**src/rtl/core/kwt_pkg.sv**
```systemverilog
package kwt_pkg;

   typedef logic signed [63:0]  s64_type;
   typedef logic signed [127:0] s128_type;

   localparam int TsWidth   = 48;
   localparam int CsrIdxW   = 2;

   // Register indexes of the configuration port.
   localparam logic [CsrIdxW-1:0] CSR_INITIAL_ESTIMATE  = 2'd0;
   localparam logic [CsrIdxW-1:0] CSR_MEASUREMENT_NOISE = 2'd1;
   localparam logic [CsrIdxW-1:0] CSR_PROCESS_NOISE     = 2'd2;

   localparam logic [47:0] RNOISE_RESET = 48'd2814749767107;
   localparam logic [47:0] QNOISE_RESET = 48'd2814749767;
   localparam s64_type     ONE_Q48      = 64'sh0001_0000_0000_0000;
   localparam s64_type     S64_MAX      = 64'sh7FFF_FFFF_FFFF_FFFF;
   localparam s64_type     S64_MIN      = 64'sh8000_0000_0000_0000;

   localparam logic CMD_UPDATE   = 1'b0;
   localparam logic CMD_ESTIMATE = 1'b1;

   // Saturate a 128-bit signed value to the signed 64-bit range.
   function automatic s64_type sat64(input s128_type v);
      s64_type r;
      if (v[127:63] == {65{1'b0}} || v[127:63] == {65{1'b1}}) begin
         r = v[63:0];
      end else if (v[127]) begin
         r = S64_MIN;
      end else begin
         r = S64_MAX;
      end
      return r;
   endfunction

   function automatic s128_type sext128(input s64_type v);
      return {{64{v[63]}}, v};
   endfunction

endpackage

```
**src/rtl/core/kwt_mul.sv**
```systemverilog
module kwt_mul (
   input  logic             clock,
   input  logic             reset,
   input  logic             start,
   input  kwt_pkg::s64_type a,
   input  kwt_pkg::s64_type b,
   output logic             done,
   output kwt_pkg::s128_type product
);

   logic [63:0]  xm_ff, ym_ff;
   logic         neg_ff;
   logic [127:0] acc_ff;
   logic [1:0]   cnt_ff;
   logic         busy_ff, fin_ff, done_ff;
   kwt_pkg::s128_type prod_ff;

   logic [31:0]  xh_in, yh_in;
   logic [63:0]  pp_in;
   logic [127:0] sh_in;

   // One 32x32 partial product per cycle; the half selects come from the count.
   always_comb begin
      xh_in = cnt_ff[0] ? xm_ff[63:32] : xm_ff[31:0];
      yh_in = cnt_ff[1] ? ym_ff[63:32] : ym_ff[31:0];
      pp_in = xh_in * yh_in;
      unique case ({1'b0, cnt_ff[0]} + {1'b0, cnt_ff[1]})
         2'd0:    sh_in = {64'd0, pp_in};
         2'd1:    sh_in = {32'd0, pp_in, 32'd0};
         default: sh_in = {pp_in, 64'd0};
      endcase
   end

   always_ff @(posedge clock) begin
      if (reset) begin
         busy_ff <= 1'b0;
         fin_ff  <= 1'b0;
         done_ff <= 1'b0;
         cnt_ff  <= 2'd0;
      end else begin
         done_ff <= 1'b0;
         if (start) begin
            xm_ff   <= a[63] ? 64'(-a) : 64'(a);
            ym_ff   <= b[63] ? 64'(-b) : 64'(b);
            neg_ff  <= a[63] ^ b[63];
            acc_ff  <= '0;
            cnt_ff  <= 2'd0;
            busy_ff <= 1'b1;
         end else if (busy_ff) begin
            acc_ff <= acc_ff + sh_in;
            cnt_ff <= cnt_ff + 2'd1;
            if (cnt_ff == 2'd3) begin
               busy_ff <= 1'b0;
               fin_ff  <= 1'b1;
            end
         end else if (fin_ff) begin
            prod_ff <= neg_ff ? -$signed(acc_ff) : $signed(acc_ff);
            fin_ff  <= 1'b0;
            done_ff <= 1'b1;
         end
      end
   end

   assign done    = done_ff;
   assign product = prod_ff;

   assert property (@(posedge clock) disable iff (reset) done_ff |-> !busy_ff && !fin_ff)
      else $error("multiplier done while still working");
   assert property (@(posedge clock) disable iff (reset) fin_ff |=> done_ff)
      else $error("multiplier finish did not raise done");
   assert property (@(posedge clock) disable iff (reset) !(busy_ff && fin_ff))
      else $error("multiplier busy and finishing together");

endmodule

```
**config.mk**
```make
export PLATFORM = sky130hd
export DESIGN_NAME = kwt_mul
export DESIGN_NICKNAME = d
export VERILOG_FILES = /design/src/rtl/core/kwt_pkg.sv /design/src/rtl/core/kwt_mul.sv
export SDC_FILE = /design/constraint.sdc
export NUM_CORES = 2
export LEC_CHECK = 0
export ABC_AREA = 0
export BUFFER_PORTS_ARGS = -buffer_cell sky130_fd_sc_hd__buf_2
export CAP_MARGIN = 20
export CORE_MARGIN = 1
export CORE_UTILIZATION = 51
export CTS_CLUSTER_SIZE = 16
export DETAILED_ROUTE_END_ITERATION = 10
export PLACE_DENSITY = 0.72
export SYNTH_ARGS = -nofsm -noshare
export SYNTH_HDL_FRONTEND = slang
export SYNTH_SLANG_ARGS = --single-unit
```
**constraint.sdc**
```tcl
create_clock -name clock -period 49.6 [get_ports clock]
set_input_delay 7.44 -clock clock [delete_from_list [all_inputs] [get_ports clock]]
set_output_delay 7.44 -clock clock [all_outputs]
set_load 0.005 [all_outputs]
```
==> flow_summary.toml <==
[global_routing]
globalRouteOverflowTotal = 0
grt_start_max_net_pins = 81
grt_util_all_layers_pct = 33.9
antenna_found_initial = 8
grt_pass1_vias = 51700
grt_pass1_wl_mm = 309

[flow_run]
cap_violations = 0

[final_layout]
nets = 8296
final_common_cell = "inv_1"
multi_input_area_sq_um = 44600
syn2layout_area_growth_pct = 7.47
final_layout_size_suffix_gt1_share_pct = 8.54
fillers = 10700
final_cell_mix = "inv_1, fa_1, nor2_1"
regArea_sq_um = 11700

[setup_path]
cp-endpoint = "acc_ff[118]"
critPathMaxStageDelay_ns = 0.96
cp.required_ns = 50.09
reg2reg_slack_ns = 34.78
slowest_stage = "mux2i_4"
path_class = "register to register"
cp-startpoint = "cnt_ff[0]"
worstPathMaxFanout = 48
reg2reg_from = "cnt_ff[0]"
cp.arrival_ns = 15.31
cp_num_cells = 38
rr_worst_depth = 38
crit_family = "compound AO/OA/AOI/OAI gates"
r2r_end = "acc_ff[118]"
critPathLaunchType = "register"
endpoint_kind = "register"
crit_buf_inv = 5
cpMostUsedCell = "fa_1"

[sta]
max_freq_mhz = 67.5
finClkSkew_ns = 0.0580
relSlewSlack_pct = 18.5
rsz0062_at_grt = "false"
slew_viol_final = 0
setup_viol = 0
finalCritPeriodShare_pct = 29.9
setup_tns_ns = 0
worst_pin_slew_ns = 1.21
fin_crit_ns = 14.82
hold_viol = 0

[clock_network]
cts_tree = "built"
cts_resized = 0
post-cts-setup-buffers = 0
clock_path_buffers = 3
htree_levels = 2
clkTransAtPathRegs_ns = 0.05
ctsHoldBuffers = 0
clock-root-buffer = "clkbuf_16"
clock_latency_ns = 0.66
cts_made_buffers = 46
cts_num_sinks = 390

[logic_synthesis]
synth_simple_gate_area_share_pct = 15.9
synth_compound_area_share_pct = 11.1
synth_top_area_share_pct = 29.5
synthXorXnorAreaFrac_pct = 5.83
synth_nets = 8216
synth-adder-area-share_pct = 37.6
ys_types = 83
synth_top_family_by_area = "adder cells"
synthArstFlopShare_pct = 0
ys_ff_latch = 390
synth_largest_area_cell = "fa_1"
synthCells = 6793
synth-edff-count = 385
seq_area_frac_synth_pct = 19.1
synth_area_sq_um = 60900
yosys-top-cells-area = "fa_1, edfxtp_1, ha_1, inv_1, nor2_1"
synthMuxAreaShare_pct = 2.36
synth_ff_type = "edfxtp_1"
avgSynthCellArea_sq_um = 8.97
synth_warnings = 0

[route]
wl_mm = 205
via_count = 51300
vias_per_cell = 6.07
drc = 0
drtIter0Drc = 5467
wl_per_cell_microns = 24.3
first_pass_iters = 9
ant_nets = 0

[placement]
dp_hpwl_mm = 168
port_buffers = 259
gp_congestion = 1.03

[run_status]
status = "finished clean"

[hold_path]
min_from = "fin_ff"
holdPathStages = 2
min_path_type = "register to register"

[die]
die_w_microns = 348
coreArea_sq_um = 118000
dieHeight_microns = 348
start_util_pct = 51.5
ios = 260
dieArea_sq_um = 121000
std_cell_rows = 126
Yosys cell counts (all sizes together), types with 70 or more instances:
cell,n
inv,964
fa,897
nor2,882
nand2,761
ha,395
edfxtp,385
xnor2,333
clkbuf,307
a21oi,296
o21ai,262
nor3,102
o31ai,95
nand4,90
a21o,88
or3,73
xor2,70
layout make-up:
type                    count  area share, %
multi-input cells        5112           68.1
clock inverters            26          0.556
inverters                 965           5.54
well taps                1536           2.94
diodes                      6         0.0229
repair buffers            358           3.12
clock buffers              58           1.86
flip-flops and latches    390           17.8
registers in the layout, indices dropped and copies added, names as in the netlist:
| name | cells |
|---|---|
| cnt_ff | 2 |
| neg_ff | 1 |
| acc_ff | 128 |
| xm_ff | 64 |
| fin_ff | 1 |
| ym_ff | 64 |
| done | 1 |
| product | 128 |
| busy_ff | 1 |
metrics by stage:
| step | instances | instance area, sq um | setup WS (ns) | utilization [%] | hold WS [ns] |
|---|---|---|---|---|---|
| floorplan | 6793 | 60900 | 27.55 | - | 0.446 |
| CTS | 8444 | 65400 | 35.16 | 55.3 | 0.490 |
| detailed placement | 8360 | 63900 | 35.22 | 54.0 | 0.480 |
| global route | 8445 | 65400 | 34.17 | 55.4 | 0.549 |
| finish | 8451 | 65500 | 34.78 | 55.4 | 0.487 |
| global placement | 8360 | 63900 | 35.41 | 54.0 | 0.455 |
tightest hold or removal path: stages, from the launching register on:
cell	delay (ns)
dfxtp_1	0.33
nor2_1	0.05
nor2_1	0.07
per-layer routing:
metal	track usage (%)	vias to the layer above	routed length, microns
met5	0	-	49
met4	15.5	8	10700
met1	44.5	25500	79700
li1	-	22400	-
met3	8.88	586	23100
met2	52.3	2765	91900
kinds of logic (layout without fill, tap and decap cells):
kind of cell	after synthesis	in the layout
xor+xnor	404	404
flops	390	390
fa+ha+maj	1292	1292
compound gates	1063	1063
buf+inv	1291	1407
other cells	0	6
mux	135	135
simple gates	2218	2218
worst min path at each step:
| stage | endpoint | slack [ns] |
|---|---|---|
| after floorplan | fin_ff | 0.45 |
| after global placement | fin_ff | 0.46 |
| after global routing | fin_ff | 0.55 |
| final | fin_ff | 0.49 |
| after CTS | fin_ff | 0.49 |
| after detailed placement | fin_ff | 0.48 |
Power is not shown: default switching activity piles up to over one toggle a cycle in this logic, so the estimate is an artifact.
