==> src/rtl/core/kwt_pkg.sv <==
package kwt_pkg;

   typedef logic signed [63:0]  s64_type;
   typedef logic signed [127:0] s128_type;

   localparam int TsWidth   = 48;
   localparam int CsrIdxW   = 2;

   // Register indexes of the configuration port.
   localparam logic [CsrIdxW-1:0] CSR_INITIAL_ESTIMATE  = 2'd0;
   localparam logic [CsrIdxW-1:0] CSR_MEASUREMENT_NOISE = 2'd1;
   localparam logic [CsrIdxW-1:0] CSR_PROCESS_NOISE     = 2'd2;

   localparam logic [47:0] RNOISE_RESET = 48'd2814749767107;
   localparam logic [47:0] QNOISE_RESET = 48'd2814749767;
   localparam s64_type     ONE_Q48      = 64'sh0001_0000_0000_0000;
   localparam s64_type     S64_MAX      = 64'sh7FFF_FFFF_FFFF_FFFF;
   localparam s64_type     S64_MIN      = 64'sh8000_0000_0000_0000;

   localparam logic CMD_UPDATE   = 1'b0;
   localparam logic CMD_ESTIMATE = 1'b1;

   // Saturate a 128-bit signed value to the signed 64-bit range.
   function automatic s64_type sat64(input s128_type v);
      s64_type r;
      if (v[127:63] == {65{1'b0}} || v[127:63] == {65{1'b1}}) begin
         r = v[63:0];
      end else if (v[127]) begin
         r = S64_MIN;
      end else begin
         r = S64_MAX;
      end
      return r;
   endfunction

   function automatic s128_type sext128(input s64_type v);
      return {{64{v[63]}}, v};
   endfunction

endpackage

==> src/rtl/core/kwt_div.sv <==
module kwt_div (
   input  logic             clock,
   input  logic             reset,
   input  logic             start,
   input  kwt_pkg::s64_type num,
   input  kwt_pkg::s64_type den,
   output logic             done,
   output kwt_pkg::s64_type quotient
);

   logic [127:0] nq_ff;
   logic [63:0]  rem_ff, den_ff;
   logic         neg_ff, busy_ff, fin_ff, done_ff;
   logic [6:0]   cnt_ff;
   kwt_pkg::s64_type quo_ff;

   logic [63:0]  rtry_in;
   logic         ge_in;
   logic [63:0]  mag_in;

   // The remainder stays below the divisor, which is below 2^63, so 64 bits hold it.
   always_comb begin
      rtry_in = {rem_ff[62:0], nq_ff[127]};
      ge_in   = rtry_in >= den_ff;
      mag_in  = num[63] ? 64'(-num) : 64'(num);
   end

   always_ff @(posedge clock) begin
      if (reset) begin
         busy_ff <= 1'b0;
         fin_ff  <= 1'b0;
         done_ff <= 1'b0;
         cnt_ff  <= '0;
      end else begin
         done_ff <= 1'b0;
         if (start) begin
            nq_ff   <= {16'd0, mag_in, 48'd0};
            rem_ff  <= '0;
            den_ff  <= den;
            neg_ff  <= num[63];
            cnt_ff  <= '0;
            busy_ff <= 1'b1;
         end else if (busy_ff) begin
            rem_ff <= ge_in ? rtry_in - den_ff : rtry_in;
            nq_ff  <= {nq_ff[126:0], ge_in};
            cnt_ff <= cnt_ff + 7'd1;
            if (cnt_ff == 7'd127) begin
               busy_ff <= 1'b0;
               fin_ff  <= 1'b1;
            end
         end else if (fin_ff) begin
            if (nq_ff[127:63] != '0) begin
               quo_ff <= neg_ff ? -kwt_pkg::S64_MAX : kwt_pkg::S64_MAX;
            end else begin
               quo_ff <= neg_ff ? -$signed(nq_ff[63:0]) : $signed(nq_ff[63:0]);
            end
            fin_ff  <= 1'b0;
            done_ff <= 1'b1;
         end
      end
   end

   assign done     = done_ff;
   assign quotient = quo_ff;

   assert property (@(posedge clock) disable iff (reset) busy_ff |-> rem_ff < den_ff)
      else $error("divider remainder not below divisor");
   assert property (@(posedge clock) disable iff (reset) fin_ff |=> done_ff)
      else $error("divider finish did not raise done");
   assert property (@(posedge clock) disable iff (reset) done_ff |-> !busy_ff)
      else $error("divider done while busy");

endmodule

==> config.mk <==
export PLATFORM = sky130hd
export DESIGN_NAME = kwt_div
export DESIGN_NICKNAME = d
export VERILOG_FILES = /design/src/rtl/core/kwt_pkg.sv /design/src/rtl/core/kwt_div.sv
export SDC_FILE = /design/constraint.sdc
export NUM_CORES = 1
export LEC_CHECK = 0
export BUFFER_PORTS_ARGS = -buffer_cell sky130_fd_sc_hd__buf_4
export CAP_MARGIN = 20
export CORE_MARGIN = 2
export CORE_UTILIZATION = 35
export DETAILED_ROUTE_END_ITERATION = 10
export SYNTH_ARGS = -nofsm -noshare
export SYNTH_HDL_FRONTEND = slang
export SYNTH_SLANG_ARGS = --single-unit
==> constraint.sdc <==
create_clock -name clock -period 11.59 [get_ports clock]
set_input_delay 0.5795 -clock clock [delete_from_list [all_inputs] [get_ports clock]]
set_output_delay 0.5795 -clock clock [all_outputs]
set_load 0.05 [all_outputs]
==> impl_metrics.py, run 1 <==
metrics = {
    "run_status": {
        "outcome": "finished, final reports clean",
    },
    "sta": {
        "fmax_mhz": 209,
        "tightest_slew_ns": 1.30,
        "slew_headroom": 0.136,
        "fin_hold_ws_ns": 0.198,
        "fin_crit_sh": 0.413,
        "rsz0062_at_grt": "no",
        "drv_slew": 0,
        "finalSetupViolations": 0,
        "final-hold-violation-count": 0,
        "setup_slack_ns": 6.81,
        "period_needed_ns": 4.78,
        "finClkSkew_ns": 0.0262,
        "fin_tns_setup_ns": 0,
    },
    "synth": {
        "synth_top_area_cell": "edfxtp_1",
        "syn_nets": 2191,
        "synthMuxAreaShare": 0.0168,
        "syn_area_per_cell_um2": 9.85,
        "yosys_register_bits": 330,
        "synthAdderAreaFrac": 0.0437,
        "ys_seq_area_frac": 0.500,
        "synth_top_family_by_area": "simple AND/OR/NAND/NOR gates",
        "synth-async-reset-ratio": 0,
        "synthSimpleGateAreaFrac": 0.179,
        "synth_ff_type": "edfxtp_1",
        "synth_compound_area_frac": 0.164,
        "syn_inst": 1992,
        "netlist_area_um2": 19600,
        "yosysWarnings": 0,
        "synth_top_area_frac": 0.490,
        "synth_edf_count": 320,
        "synthDistinctLibCells": 73,
        "ys_top_cells_by_area": "edfxtp_1, a21oi_1, nor2_1",
        "synth-xor-area-share": 0.0571,
    },
    "cts": {
        "hold_buffers": 0,
        "cts_root_buf": "clkbuf_16",
        "path_clk_slew_ns": 0.06,
        "cts_max_path_buffers": 3,
        "clkLatencyLatePin_ns": 0.57,
        "cts_buffers": 41,
        "cts_resized": 0,
        "tritoncts": "done",
        "htreeDepth": 2,
        "cts_setup_buffers": 0,
        "clock_sinks": 330,
    },
    "global_route": {
        "grt_max_degree": 193,
        "grt_pass1_wl_mm": 80.6,
        "grt_overflow_total": 0,
        "track_usage": 0.172,
        "grt_pass1_vias": 15000,
        "antenna_found_initial": 1,
    },
    "worst_setup_path": {
        "crit_path_end_kind": "flop",
        "crit_chain": "inv_1 > ha_1 > fa_1 > nor2b_1 > o31a_1 > o311ai_0 > a2111oi_0 > nor3_1 > nor3_1 > nor4b_2 > buf_4 > buf_4 > or2_2 > inv_1 > a32o_1",
        "cpPeakStageDelay_ns": 0.62,
        "cp.required_ns": 11.89,
        "crit_type": "reg -> reg",
        "crit_fanout": 56,
        "cp.arrival_ns": 5.09,
        "cp_slowest_cell": "buf_4",
        "cp-start-kind": "flop",
    },
    "floorplanning": {
        "core-area_um2": 55300,
        "die_area_um2": 58000,
        "die_width_um": 241,
        "num_rows": 86,
        "ios": 196,
        "die_height_um": 241,
        "start_util": 0.355,
    },
    "cells_and_area": {
        "fin_util": 0.418,
        "design_area_um2": 23100,
        "antenna_cells": 0,
        "mostFrequentLayoutCells": "edfxtp_1, nor2_1, a21oi_1",
        "final_common_cell": "edfxtp_1",
        "finalNetCount": 2338,
        "drive_above_1_share": 0.140,
        "fillers": 5410,
        "syn_to_final_growth_pct": 17.8,
    },
    "drt": {
        "drc_errors": 0,
        "wl_per_cell_um": 17.6,
        "viasPerCell": 5.42,
        "drtIter0Drc": 1499,
        "dr.pass1.iters": 5,
        "via_count": 15800,
        "finalWirelength_mm": 51.2,
        "antenna_left": 0,
    },
    "power": {
        "comb_power_share": 0.186,
        "p_sw_w": 0.000935,
        "p_int_w": 0.00243,
        "p_leak_nw": 8.66,
        "powerDensity_nw_per_um2": 146,
        "peakVddDrop_uv": 89.6,
        "p_sw_frac": 0.278,
        "seqPwrFrac": 0.431,
        "clock_power_share": 0.383,
    },
    "place": {
        "pre_cts_slack_ns": 6.79,
        "dp_hpwl_mm": 35.5,
        "gp_congestion": 0.872,
        "io_buffers": 195,
        "dpl-instance-area_um2": 21800,
    },
    "min_path": {
        "hold_path_class": "in -> reg",
    },
    "flow_run": {
        "maxCapViolCount": 0,
    },
}
synth_stat cells, drive strengths merged (11+ instances only):
cell type / instances
a21oi: 209
nor4: 43
nor3: 49
nor2b: 71
o21a: 11
o21bai: 19
or4: 24
mux2i: 25
o22a: 16
xnor2: 43
nand3: 37
nor2: 251
nand4: 38
nand2b: 14
edfxtp: 320
nand2: 125
or3: 18
o22ai: 11
clkbuf: 98
inv: 97
o311ai: 13
ha: 67
a31oi: 19
a21o: 43
o21ai: 90
xor2: 85
o31ai: 32
critical path: cells and delay by family, from the launching register on:
family          cells  cell delay (ns)
fa+ha+maj           2             0.37
simple gates        5             1.07
flops               1             0.45
buf+inv             4             1.22
compound gates      4             1.40
state kept, by name, summed over array words and instances (netlist names):
register / flops
nq_ff: 128
den_ff: 64
quotient: 64
rem_ff: 63
cnt_ff: 7
busy_ff: 1
done: 1
fin_ff: 1
neg_ff: 1
worst paths after layout:
check / from / end / slack (ns) / cells after the start
setup / recovery: nq_ff[127] / rem_ff[55] / 6.81 / 15
hold / removal: den[46] / den_ff[46] / 0.20 / 1
setup reg to reg: nq_ff[127] / rem_ff[55] / 6.81 / 15
hold reg to reg: fin_ff / fin_ff / 0.49 / 1
cells by family after synthesis:
group,count (synthesis)
AOI/OAI and AO/OA,519
xor gates and xnor gates,128
adders and majority gates,68
buffers and inverters,203
DFF,330
muxes,32
and+or+nand+nor,712
routing by layer:
metal,global-route usage,share of wire,up-vias
met3,0.0221,0.054,65
met4,0.0483,0.020,0
li1,-,-,7656
met2,0.277,0.46,449
met1,0.243,0.46,7634
met5,0,0,-
stage by stage:
stage	cells	power (W)
finish	2916	0.00337
global placement	2844	0.00208
CTS	2916	0.00340
global route	2916	0.00353
detailed placement	2844	0.00210
floorplan	1992	0.00192
final cells by class:
class | instances | area (um2) | area share
flip-flops and latches | 330 | 9810 | 0.424
multi-input cells | 1459 | 9080 | 0.393
repair buffers | 208 | 1580 | 0.0682
clock buffers | 50 | 1080 | 0.0467
well taps | 748 | 936 | 0.0405
inverters | 99 | 372 | 0.0161
clock inverters | 22 | 273 | 0.0118
power by group through the flow:
stage / combinational [W] / clock [W] / sequential, W
detailed placement: 0.000621 / 0 / 0.00147
global placement: 0.000611 / 0 / 0.00147
global route: 0.000697 / 0.00137 / 0.00146
floorplan: 0.000452 / 0 / 0.00147
CTS: 0.000625 / 0.00133 / 0.00145
finish: 0.000626 / 0.00129 / 0.00145
(Power assumes the default switching activity.)
==> run 2: changes to the inputs <==
--- a/config.mk
+++ b/config.mk
@@ -5,6 +5,7 @@
 export SDC_FILE = /design/constraint.sdc
 export NUM_CORES = 1
 export LEC_CHECK = 0
+export ABC_AREA = 1
 export BUFFER_PORTS_ARGS = -buffer_cell sky130_fd_sc_hd__buf_4
 export CAP_MARGIN = 20
 export CORE_MARGIN = 2
==> constraint.sdc (replaced) <==
create_clock -name clock -period 4 [get_ports clock]
set_input_delay 0.2 -clock clock [delete_from_list [all_inputs] [get_ports clock]]
set_output_delay 0.2 -clock clock [all_outputs]
set_load 0.05 [all_outputs]
==> run 2 against run 1 <==
Against the previous run:
- global-route usage up 3.5 points
- via count rose by 38%
- register-to-register slack lost 6.0 ns
- critical path depth increased by 3
- clock power grew to 3.0 times the previous value
- total power increased to 3.1 times the previous value
- first-iteration DRC count increased by 12%
- sequential share of layout area fell by 7.3 points
- setup slack lost 6.0 ns
- maximum frequency grew 49%
- utilization grew 0.48 points
- die area up 19%
==> impl_metrics.py, run 2 <==
metrics = {
    "place": {
        "io_buffers": 195,
        "gp_congestion": 0.959,
        "dp_hpwl_mm": 56.2,
        "dpl.cell_count": 4387,
    },
    "drt": {
        "via_count": 21800,
        "wl_per_cell_um": 16.1,
        "drtIter0Drc": 1673,
        "drc_errors": 0,
        "finalWirelength_mm": 73.1,
        "dr.pass1.iters": 5,
        "viasPerCell": 4.80,
        "antenna_left": 0,
    },
    "worst_setup_path": {
        "path_buf_inv": 4,
        "cp_common_cell": "nand2_2",
        "crit_type": "reg -> reg",
        "cpPeakStageDelay_ns": 0.41,
        "cp.arrival_ns": 3.55,
        "crit_fanout": 32,
        "crit_chain": "inv_1 > ha_1 > fa_1 > inv_1 > nand3_1 > nand2_4 > nand2_2 > nand2_2 > nand2_2 > nand2_2 > nand2_2 > nand3_2 > nand2_2 > nand2_4 > buf_4 > nand3_1 > nand2_1 > inv_1",
        "cp.required_ns": 4.34,
        "cpLargestDelayFamily": "simple AND/OR/NAND/NOR gates",
        "crit_path_end_kind": "flop",
        "cp_slowest_cell": "fa_1",
        "cp-start-kind": "flop",
    },
    "synth": {
        "ys_seq_area_frac": 0.417,
        "synth_top_area_frac": 0.409,
        "synth_top_area_cell": "edfxtp_1",
        "synthAdderAreaFrac": 0.0365,
        "yosysMostFrequentCell": "nand2_1",
        "syn_nets": 3581,
        "netlist_area_um2": 23500,
        "synth-async-reset-ratio": 0,
        "synthDistinctLibCells": 46,
        "synthSimpleGateAreaFrac": 0.349,
        "synth-xor-area-share": 0.0391,
        "syn_inst": 3382,
        "synthTopCellsByCount": "nand2_1, inv_1, nor2_1",
        "synth_compound_area_frac": 0.0494,
        "synth_edf_count": 320,
        "ys_top_cells_by_area": "edfxtp_1, nand2_1, inv_1",
        "yosysWarnings": 0,
        "yosys_register_bits": 330,
        "synth_ff_type": "edfxtp_1",
        "synth_top_family_by_area": "simple AND/OR/NAND/NOR gates",
        "syn_area_per_cell_um2": 6.95,
        "synthMuxAreaShare": 0,
    },
    "cts": {
        "path_clk_slew_ns": 0.08,
        "clkLatencyLatePin_ns": 0.61,
        "cts_max_path_buffers": 3,
        "cts_resized": 0,
        "tritoncts": "done",
        "clock_sinks": 330,
        "cts_buffers": 41,
        "htreeDepth": 2,
        "cts_root_buf": "clkbuf_16",
    },
    "cells_and_area": {
        "largest-register": "nq_ff",
        "fin_cells": 4532,
        "mostFrequentLayoutCells": "nand2_1, inv_1, nor2_1",
        "drive_above_1_share": 0.0933,
        "syn_to_final_growth_pct": 19.0,
        "largest_reg_flops": 128,
        "fin_util": 0.423,
        "finalNetCount": 3834,
        "final_common_cell": "nand2_1",
    },
    "sta": {
        "drv_slew": 0,
        "fin_crit_sh": 0.802,
        "slew_headroom": 0.347,
        "tightest_slew_ns": 0.979,
        "fmax_mhz": 312,
        "fin_tns_setup_ns": 0,
        "period_needed_ns": 3.21,
        "finClkSkew_ns": 0.0415,
        "final-hold-violation-count": 0,
        "rsz0062_at_grt": "no",
        "finalSetupViolations": 0,
    },
    "floorplanning": {
        "core-area_um2": 66100,
        "die_area_um2": 69200,
        "ios": 196,
        "num_rows": 94,
        "start_util": 0.356,
        "die_width_um": 263,
        "die_height_um": 263,
    },
    "min_path": {
        "hold_path_class": "in -> reg",
    },
    "global_route": {
        "grt_pass1_vias": 20600,
        "grt_pass1_wl_mm": 114,
        "track_usage": 0.207,
        "antenna_found_initial": 2,
        "grt_overflow_total": 0,
        "grt_max_degree": 134,
    },
    "run_status": {
        "outcome": "finished, final reports clean",
    },
    "power": {
        "powerDensity_nw_per_um2": 377,
        "peakVddDrop_uv": 291,
        "p_leak_nw": 13.3,
    },
    "flow_run": {
        "maxCapViolCount": 0,
    },
}
run 2: cell types whose count changed after synthesis, sizes merged, moves of 24 or more:
cell,previous run,this run
nand3,37,191
nor2,251,520
inv,97,580
nor4,43,13
o31ai,32,1
a21oi,209,63
mux2i,25,0
nand2,125,1162
xnor2,43,8
nor2b,71,0
or4,24,0
o21ai,90,132
clkbuf,98,41
a21o,43,3
run 2: layer usage:
metal | GRT usage | wire length, um
met5 | 0 | 0
met4 | 0.0619 | 1850
met3 | 0.0238 | 3530
met2 | 0.328 | 32400
met1 | 0.295 | 35300
run 2: layout make-up:
type | instances | area (um2)
diodes | 2 | 5.00
clock buffers | 50 | 1090
clock inverters | 24 | 283
fillers | 7065 | 38100
inverters | 584 | 2200
multi-input cells | 2398 | 11200
flip-flops and latches | 330 | 9810
well taps | 864 | 1080
repair buffers | 280 | 2310
run 2: kinds of logic after synthesis:
family	after synthesis
and+or+nand+nor	2004
buffers and inverters	654
DFF	330
AOI/OAI and AO/OA	221
xor gates and xnor gates	105
adders and majority gates	68
run 2: power by group:
| group | leakage, nW | switching (W) | internal, W |
|---|---|---|---|
| clock | 0.663 | 0.00161 | 0.00222 |
| sequential | 3.13 | 0.000124 | 0.00408 |
| combinational | 9.49 | 0.00167 | 0.000809 |
run 2: tightest hold or removal path: stages:
cell and delay [ns]:
buf_4 0.10, xor2_1 0.08, o21ai_0 0.13
run 2: path summary, 6_finish.rpt:
check,slack (ns),to,cells after the start,startpoint
max reg2reg,0.79,rem_ff[50],18,nq_ff[127]
min reg2reg,0.49,cnt_ff[2],2,cnt_ff[2]
max,0.79,rem_ff[50],18,nq_ff[127]
min,0.02,nq_ff[71],3,num[23]
run 2: repair_timing:
action	4_1_cts	5_1_grt
endpoints found under the hold margin	71	0
hold buffers	69	0
setup buffers	0	0
run 2: stage by stage:
stage	power (W)	hold WS [ns]	cell area [um2]	setup WS, ns
floorplan	0.00594	0.271	23600	-0.199
detailed placement	0.00668	0.379	25900	0.813
CTS	0.0106	0.000868	28000	0.780
global route	0.0111	0.0316	28000	0.598
global placement	0.00667	0.379	25900	0.858
finish	0.0105	0.0217	28000	0.790
